File: src/rtl/rreq_pkg.sv
package rreq_pkg;

	// Fixed widths of the item fields.
	localparam int QIDX_W      = 3;
	localparam int HANDLE_W    = 8;
	localparam int PORT_W      = 4;
	localparam int SLOT_PORT_W = PORT_W + 1;

	// Operation codes carried by an input item.
	localparam logic OP_ENQUEUE = 1'b0;
	localparam logic OP_DEQUEUE = 1'b1;

	// Commands from the controller to the datapath.
	typedef struct packed {
		logic enq_en;
		logic deq_start;
		logic deq_finish;
	} rreq_cmd_t;

endpackage

File: src/rtl/rreq_ram.sv
module rreq_ram #(
	parameter int WIDTH = 8,
	parameter int DEPTH = 256
) (
	input  logic                     clk,
	input  logic                     we,
	input  logic [$clog2(DEPTH)-1:0] waddr,
	input  logic [WIDTH-1:0]         wdata,
	input  logic                     re,
	input  logic [$clog2(DEPTH)-1:0] raddr,
	output logic [WIDTH-1:0]         rdata
);

	logic [WIDTH-1:0] mem_q [DEPTH];
	logic [WIDTH-1:0] rdata_q;

	// One write port and one registered read port; read data holds when not enabled.
	always_ff @(posedge clk) begin
		if (we) begin
			mem_q[waddr] <= wdata;
		end
		if (re) begin
			rdata_q <= mem_q[raddr];
		end
	end

	assign rdata = rdata_q;

endmodule

File: src/rtl/rreq_dp.sv
module rreq_dp #(
	parameter int QUEUE_COUNT  = 8,
	parameter int HANDLE_SLOTS = 256,
	parameter int PORT_COUNT   = 16
) (
	input  logic                            clk,
	input  logic                            arst_n,
	input  rreq_pkg::rreq_cmd_t             cmd,
	input  logic [rreq_pkg::QIDX_W-1:0]     queue_index,
	input  logic [rreq_pkg::HANDLE_W-1:0]   packet_handle,
	input  logic                            port_valid,
	input  logic [rreq_pkg::PORT_W-1:0]     out_port,
	output logic                            served,
	output logic [rreq_pkg::QIDX_W-1:0]     served_queue,
	output logic [rreq_pkg::HANDLE_W-1:0]   served_handle,
	output logic                            transmit,
	output logic [rreq_pkg::PORT_W-1:0]     tx_port,
	output logic                            release_res
);

	import rreq_pkg::*;

	localparam int QW = $clog2(QUEUE_COUNT);
	localparam int HW = $clog2(HANDLE_SLOTS);
	localparam logic [QW-1:0] Q_TOP = QW'(QUEUE_COUNT - 1);

	// Queue descriptors and scan state.
	logic [HW-1:0]          head_q [QUEUE_COUNT];
	logic [HW-1:0]          tail_q [QUEUE_COUNT];
	logic [QUEUE_COUNT-1:0] nonempty_q;
	logic [QW-1:0]          ptr_q;

	// Dequeue in flight.
	logic [QW-1:0] deq_q_q;
	logic [HW-1:0] deq_hd_q;
	logic          deq_hit_q;
	logic          deq_last_q;

	// Result register.
	logic                served_q;
	logic [QIDX_W-1:0]   served_queue_q;
	logic [HANDLE_W-1:0] served_handle_q;
	logic                transmit_q;
	logic [PORT_W-1:0]   tx_port_q;

	logic [31:0]            q_ext;
	logic [31:0]            h_ext;
	logic                   q_ok;
	logic                   h_ok;
	logic                   p_ok;
	logic [QW-1:0]          in_q;
	logic [HW-1:0]          in_h;
	logic                   enq_do;
	logic [QW-1:0]          cand;
	logic [QW-1:0]          srch_q;
	logic                   srch_hit;
	logic [QW-1:0]          rd_q;
	logic [HW-1:0]          rd_head;
	logic [HW-1:0]          rd_tail;
	logic                   rd_ne;
	logic [HW-1:0]          link_rdata;
	logic [SLOT_PORT_W-1:0] port_rdata;

	// Range checks on the enqueue fields.
	assign q_ext  = 32'(queue_index);
	assign h_ext  = 32'(packet_handle);
	assign q_ok   = q_ext < QUEUE_COUNT;
	assign h_ok   = h_ext < HANDLE_SLOTS;
	assign p_ok   = 32'(out_port) < PORT_COUNT;
	assign in_q   = q_ext[QW-1:0];
	assign in_h   = h_ext[HW-1:0];
	assign enq_do = cmd.enq_en & q_ok & h_ok;

	// Round-robin search: first non-empty queue scanning down from the pointer.
	always_comb begin
		srch_hit = 1'b0;
		srch_q   = Q_TOP;
		cand     = '0;
		for (int k = QUEUE_COUNT - 1; k >= 0; k--) begin
			if (32'(ptr_q) >= k) begin
				cand = QW'(32'(ptr_q) - k);
			end else begin
				cand = QW'(32'(ptr_q) + QUEUE_COUNT - k);
			end
			if (nonempty_q[cand]) begin
				srch_hit = 1'b1;
				srch_q   = cand;
			end
		end
	end

	// One descriptor read per cycle: the found queue on dequeue, else the target queue.
	assign rd_q    = cmd.deq_start ? srch_q : in_q;
	assign rd_head = head_q[rd_q];
	assign rd_tail = tail_q[rd_q];
	assign rd_ne   = nonempty_q[rd_q];

	// Link store: the old tail points at the appended handle.
	rreq_ram #(
		.WIDTH (HW),
		.DEPTH (HANDLE_SLOTS)
	) u_link_ram (
		.clk   (clk),
		.we    (enq_do & rd_ne),
		.waddr (rd_tail),
		.wdata (in_h),
		.re    (cmd.deq_start),
		.raddr (rd_head),
		.rdata (link_rdata)
	);

	// Port store: valid bit over the port number, per handle.
	rreq_ram #(
		.WIDTH (SLOT_PORT_W),
		.DEPTH (HANDLE_SLOTS)
	) u_port_ram (
		.clk   (clk),
		.we    (enq_do),
		.waddr (in_h),
		.wdata ({port_valid & p_ok, out_port}),
		.re    (cmd.deq_start),
		.raddr (rd_head),
		.rdata (port_rdata)
	);

	// Non-empty marks and scan pointer.
	always_ff @(posedge clk or negedge arst_n) begin
		if (!arst_n) begin
			nonempty_q <= '0;
			ptr_q      <= Q_TOP;
		end else begin
			if (enq_do && !rd_ne) begin
				nonempty_q[in_q] <= 1'b1;
			end
			if (cmd.deq_start) begin
				if (srch_hit) begin
					if (rd_head == rd_tail) begin
						nonempty_q[srch_q] <= 1'b0;
					end
					ptr_q <= (srch_q == '0) ? Q_TOP : srch_q - 1'b1;
				end else begin
					ptr_q <= Q_TOP;
				end
			end
		end
	end

	// Heads, tails, dequeue context and the result register.
	always_ff @(posedge clk) begin
		if (enq_do) begin
			tail_q[in_q] <= in_h;
			if (!rd_ne) begin
				head_q[in_q] <= in_h;
			end
		end
		if (cmd.deq_start) begin
			deq_q_q    <= srch_q;
			deq_hd_q   <= rd_head;
			deq_hit_q  <= srch_hit;
			deq_last_q <= rd_head == rd_tail;
		end
		if (cmd.deq_finish) begin
			if (deq_hit_q && !deq_last_q) begin
				head_q[deq_q_q] <= link_rdata;
			end
			served_q        <= deq_hit_q;
			served_queue_q  <= deq_hit_q ? QIDX_W'(deq_q_q) : '0;
			served_handle_q <= deq_hit_q ? HANDLE_W'(deq_hd_q) : '0;
			transmit_q      <= deq_hit_q & port_rdata[PORT_W];
			tx_port_q       <= deq_hit_q ? port_rdata[PORT_W-1:0] : '0;
		end
	end

	assign served        = served_q;
	assign served_queue  = served_queue_q;
	assign served_handle = served_handle_q;
	assign transmit      = transmit_q;
	assign tx_port       = tx_port_q;
	assign release_res   = served_q;

endmodule

File: src/rtl/rreq_ctrl.sv
module rreq_ctrl (
	input  logic                clk,
	input  logic                arst_n,
	input  logic                req_valid,
	input  logic                operation,
	input  logic                rsp_stall,
	output logic                req_stall,
	output logic                rsp_valid,
	output rreq_pkg::rreq_cmd_t cmd
);

	import rreq_pkg::*;

	localparam logic ST_IDLE = 1'b0;
	localparam logic ST_DEQ  = 1'b1;

	logic state_q;
	logic state_d;
	logic rsp_valid_q;
	logic accept;
	logic out_free;

	// Items are taken only while no dequeue is in flight.
	assign req_stall = state_q != ST_IDLE;
	assign accept    = req_valid & ~req_stall;
	assign out_free  = ~rsp_valid_q | ~rsp_stall;

	// Commands to the datapath.
	assign cmd.enq_en     = accept & (operation == OP_ENQUEUE);
	assign cmd.deq_start  = accept & (operation == OP_DEQUEUE);
	assign cmd.deq_finish = (state_q == ST_DEQ) & out_free;

	// Next state.
	always_comb begin
		state_d = state_q;
		unique case (state_q)
			ST_IDLE: begin
				if (cmd.deq_start) begin
					state_d = ST_DEQ;
				end
			end
			ST_DEQ: begin
				if (out_free) begin
					state_d = ST_IDLE;
				end
			end
			default: state_d = ST_IDLE;
		endcase
	end

	// State and result-valid registers.
	always_ff @(posedge clk or negedge arst_n) begin
		if (!arst_n) begin
			state_q     <= ST_IDLE;
			rsp_valid_q <= 1'b0;
		end else begin
			state_q <= state_d;
			if (cmd.deq_finish) begin
				rsp_valid_q <= 1'b1;
			end else if (!rsp_stall) begin
				rsp_valid_q <= 1'b0;
			end
		end
	end

	assign rsp_valid = rsp_valid_q;

endmodule

File: src/rtl/round_robin_egress_queues_core.sv
// Round-robin egress scheduler: QUEUE_COUNT FIFO queues of packet handles share
// one linked-list store of HANDLE_SLOTS entries. An enqueue item appends a handle
// with its port to a queue and gives no result; out-of-range queue or handle
// numbers are dropped, and a port number at or above PORT_COUNT is stored as not
// valid. A dequeue item serves the next non-empty queue scanning downward from a
// wrapping pointer and gives one result; with every queue empty the result has
// served low and all other fields zero. A dequeue reads the link and port stores
// at the head slot through their registered read port, then loads the result
// register once it is free of rsp_stall. No new item is taken during a dequeue.
// The stores need no clearing after reset: only entries already written are read.
module round_robin_egress_queues_core #(
	parameter int QUEUE_COUNT  = 8,
	parameter int HANDLE_SLOTS = 256,
	parameter int PORT_COUNT   = 16
) (
	input  logic                          clk,
	input  logic                          arst_n,
	input  logic                          req_valid,
	output logic                          req_stall,
	input  logic                          operation,
	input  logic [rreq_pkg::QIDX_W-1:0]   queue_index,
	input  logic [rreq_pkg::HANDLE_W-1:0] packet_handle,
	input  logic                          port_valid,
	input  logic [rreq_pkg::PORT_W-1:0]   out_port,
	output logic                          rsp_valid,
	input  logic                          rsp_stall,
	output logic                          served,
	output logic [rreq_pkg::QIDX_W-1:0]   served_queue,
	output logic [rreq_pkg::HANDLE_W-1:0] served_handle,
	output logic                          transmit,
	output logic [rreq_pkg::PORT_W-1:0]   tx_port,
	output logic                          release_res
);

	import rreq_pkg::*;

	rreq_cmd_t cmd;

	// Sequencer.
	rreq_ctrl u_ctrl (
		.clk       (clk),
		.arst_n    (arst_n),
		.req_valid (req_valid),
		.operation (operation),
		.rsp_stall (rsp_stall),
		.req_stall (req_stall),
		.rsp_valid (rsp_valid),
		.cmd       (cmd)
	);

	// Queue state, stores and result register.
	rreq_dp #(
		.QUEUE_COUNT  (QUEUE_COUNT),
		.HANDLE_SLOTS (HANDLE_SLOTS),
		.PORT_COUNT   (PORT_COUNT)
	) u_dp (
		.clk           (clk),
		.arst_n        (arst_n),
		.cmd           (cmd),
		.queue_index   (queue_index),
		.packet_handle (packet_handle),
		.port_valid    (port_valid),
		.out_port      (out_port),
		.served        (served),
		.served_queue  (served_queue),
		.served_handle (served_handle),
		.transmit      (transmit),
		.tx_port       (tx_port),
		.release_res   (release_res)
	);

`ifndef SYNTHESIS
	// A dequeue item blocks the input for the following cycle.
	a_deq_blocks: assert property (@(posedge clk) disable iff (!arst_n)
		(req_valid && !req_stall && operation == OP_DEQUEUE) |=> req_stall)
		else $error("input not stalled after a dequeue item");

	// A result appears only when a dequeue finishes.
	a_rsp_from_deq: assert property (@(posedge clk) disable iff (!arst_n)
		$rose(rsp_valid) |-> $past(cmd.deq_finish))
		else $error("result without a finished dequeue");

	// An empty-scheduler result carries no handle, no transmit and no release.
	a_empty_result: assert property (@(posedge clk) disable iff (!arst_n)
		(rsp_valid && !served) |-> (served_handle == '0 && !transmit && !release_res))
		else $error("empty result carries packet data");
`endif

endmodule

File: config.mk
export PLATFORM = sky130hd
export DESIGN_NAME = round_robin_egress_queues_core
export DESIGN_NICKNAME = d
export VERILOG_FILES = /design/src/rtl/rreq_pkg.sv /design/src/rtl/rreq_ram.sv /design/src/rtl/rreq_dp.sv /design/src/rtl/rreq_ctrl.sv /design/src/rtl/round_robin_egress_queues_core.sv
export SDC_FILE = /design/constraint.sdc
export NUM_CORES = 2
export LEC_CHECK = 0
export ABC_AREA = 1
export BUFFER_PORTS_ARGS = -buffer_cell sky130_fd_sc_hd__clkbuf_2
export CAP_MARGIN = 10
export CELL_PAD_IN_SITES_DETAIL_PLACEMENT = 0
export CELL_PAD_IN_SITES_GLOBAL_PLACEMENT = 2
export CORE_UTILIZATION = 40
export DETAILED_ROUTE_END_ITERATION = 10
export PLACE_DENSITY = 0.79
export SYNTH_ARGS = -nofsm -noshare
export SYNTH_HDL_FRONTEND = slang
export SYNTH_HIERARCHICAL = 1
export SYNTH_SLANG_ARGS = --single-unit
File: constraint.sdc
create_clock -name clk -period 4.7 [get_ports clk]
set_input_delay 0.235 -clock clk [delete_from_list [all_inputs] [get_ports clk]]
set_output_delay 0.235 -clock clk [all_outputs]
set_load 0.02 [all_outputs]
==> summary.txt <==
fmax: 0.217 GHz
Max Root-Sink Buffers: 4
Pleak: 63.5 nW
chip width: 606 um
multi-input logic area: 0.0374 mm^2
Starting Density: 40.2%
Total Wirelength: 461 mm
final setup violating endpoints: 0
sequential cell area: 0.105 mm^2
Crit Path Max Fanout: 14
maxcap violations: 0
pin count of the biggest net entering global routing: 125
RSZ-0062 raised after global routing: true
met1 Use GR: 33.5%
GRT busiest layer: met2
Non-Filler Instances: 18,400
number of synthesized register bits: 3,512
DRT Pass-1 Iters: 5
number of port buffers: 40
crit path launch type: register
crit-path max cell delay: 0.58 ns
vias post-DR: 101,000
Crit path top cell by count: nand2_1
maximum vdd ir drop: 0.328 mV
Root Buffer: clkbuf_16
Post-synth EDFFs: 3,499
Core ar.: 0.363 mm^2
Chip Height: 606 um
final hold viol count: 0
Post-DP Area: 0.157 mm^2
Slew @ Worst Pin: 1.08 ns
Hold Startpoint: port_valid
Remaining DRCs: 0
Final GP Congestion: 0.878
global-route wire length before repair: 657 mm
area leader, netlist: edfxtp_1
initial antenna violation count: 20
Clk Latency, worst-skew pair: 0.96 ns
Detailed Route Iter0 Violations: 11,000
antenna-violating nets left: 0
PwrDens: 551 mW/mm^2
Fin Clk Skew: 0.0470 ns
CTS tree: built
Crit path max-delay family: simple AND/OR/NAND/NOR gates
Worst-path clk slew: 0.06 ns
Total GRT Usage: 24.2%
r2r startpoint: u_dp/ptr_q[0]
cell area after layout: 0.175 mm^2
Critical path buffers and inverters: 8
Fillers: 31,900
post-synth top area share: 72.1%
Ports: 41
CP Capture Type: register
met2 GRT Util: 39.1%
Worst Setup SP: u_dp/ptr_q[0]
synthesized area per cell: 11.5 um^2
vias in the first global route: 97,000
synth top area cells: edfxtp_1 72%, nand3_1 12%, nand2_1 10%
per-cell routed wire length: 25.0 um
Clock Sinks: 3,512
max-slew violations: 0
H-tree Lvls: 5
GR Overflow Total: 0
Tot Pwr: 0.0965 W
period utilization: 98.2%
layout cell share with drive strength beyond 1: 15.4%
most common library cells after synthesis: 3,967 x nand2_1, 3,499 x edfxtp_1, 3,349 x nand3_1, 593 x nor2_1, 472 x buf_2
Total Die Area: 0.367 mm^2
Layout area overhead: 20.3%
vias per cell: 5.48
worst min-delay path class: input pin to register
Worst slew margin: 27.7%
synthesized instance count: 12,700
Inserted Clock Buffers: 378
Final Util: 48.3%
Worst EP required: 5.39 ns
met3 Resource Use GR: 3.31%
post-synthesis sequential area ratio: 72.3%
Synth Flop Type: edfxtp_1
Netlist Area Pre-Place: 0.146 mm^2
Async SR Flop Fraction: 0.370%
Net Count, Synth: 12,700
outcome: finished clean
CP Class: register to register
row count: 221
Slowest-stage cell, CP: dfstp_2
Worst EP arrival: 5.30 ns
hpwl dp: 279 mm
Synth Warn #: 6
most common cell in the netlist: nand2_1
Distinct cells, synth: 38
dpl cells: 17,600
Final min period: 4.62 ns
fin nets: 13,400
layout by cell type (no fill, tap or decap), drive strengths merged, types with 9 or more instances in the layout:
cell and n:
nand4 9, dlygate4sd3 23, bufbuf 12, bufinv 47
clkinv 159, clkbuf 533, nor2 597, nand3 3368
dfrtp 10, o21ai 108, inv 237, nand3b 10
buf 1005, nand2 3988, clkinvlp 12, edfxtp 3499
logic make-up after synthesis:
family	count (synthesis)	share of synthesized area, %
AND/OR/NAND/NOR	7972	23.6
flip-flops	3512	72.3
buffers and inverters	1078	3.57
AO/OA/AOI/OAI	119	0.421
adder cells (fa/ha/maj)	4	0.0343
XOR/XNOR	3	0.0180
power by group:
group | internal, W | leakage [nW] | switching, W
Sequential | 0.0347 | 31.6 | 0.000153
Combinational | 0.0110 | 25.8 | 0.0206
Clock | 0.0177 | 6.05 | 0.0124
worst paths after layout:
check | to | slack [ns] | depth (start not counted)
worst max register to register | u_dp/u_link_ram/rdata[0] | 0.08 | 35
worst max-delay path | u_dp/u_link_ram/rdata[0] | 0.08 | 35
worst min-delay path | u_dp/u_port_ram/mem_q[23][4] | 0.06 | 1
worst min register to register | u_dp/served_handle[2] | 0.50 | 2
max in group asynchronous | u_dp/nonempty_q[2] | 3.17 | 4
min in group asynchronous | u_dp/ptr_q[2] | 0.57 | 3
state kept, by name (all words and copies together) (netlist names), 4 cells and up:
register	cells
u_dp/deq_hd_q	8
u_dp/head_q	64
u_dp/nonempty_q	8
u_dp/served_handle	8
u_dp/tail_q	64
u_dp/tx_port	4
u_dp/u_link_ram/mem_q	2048
u_dp/u_link_ram/rdata	8
u_dp/u_port_ram/mem_q	1280
u_dp/u_port_ram/rdata	5
worst reg2reg max path, delay by kind of cell (launching register included):
kind | cells | cell delay [ns]
buffers and inverters | 8 | 1.00
and+or+nand+nor | 26 | 2.49
DFF | 1 | 0.58
adders and majority gates | 1 | 0.30
cell type report:
type,count,area share [%]
flip-flops and latches,3512,60.1
multi-input cells,8099,21.4
repair buffers,1107,7.35
clock buffers,466,5.68
well taps,4794,3.42
clock inverters,222,1.41
inverters,230,0.581
repair inverters,3,0.0186
diodes,7,0.0100
routing by layer:
metal / wire length, um / vias up
met3: 34100 / 652
met1: 194000 / 50500
met4: 15700 / 4
met2: 216000 / 3911
li1: - / 46000
met5: 21 / -
through the flow:
stage | TNS [ns] | setup WS, ns | hold slack, ns
finish | 0 | 0.0837 | 0.0587
global route | -34.35 | -0.150 | 0.0793
CTS | -0.000672 | -0.000672 | 0.0462
detailed placement | -209.07 | -0.708 | 0.166
global placement | -238.49 | -0.755 | 0.171
floorplan | 0 | 0.104 | -0.0606
repair_timing:
| action | in CTS | in global routing |
|---|---|---|
| pin swaps | 12 | 63 |
| gates cloned | 26 | 37 |
| setup buffers | 21 | 45 |
| resized for setup | 212 | 473 |
| hold buffers | 23 | 0 |
| endpoints found under the setup margin | 1691 | 2028 |
| hold endpoints to repair | 446 | 0 |
Note: power is estimated with default switching activity, not from simulation.
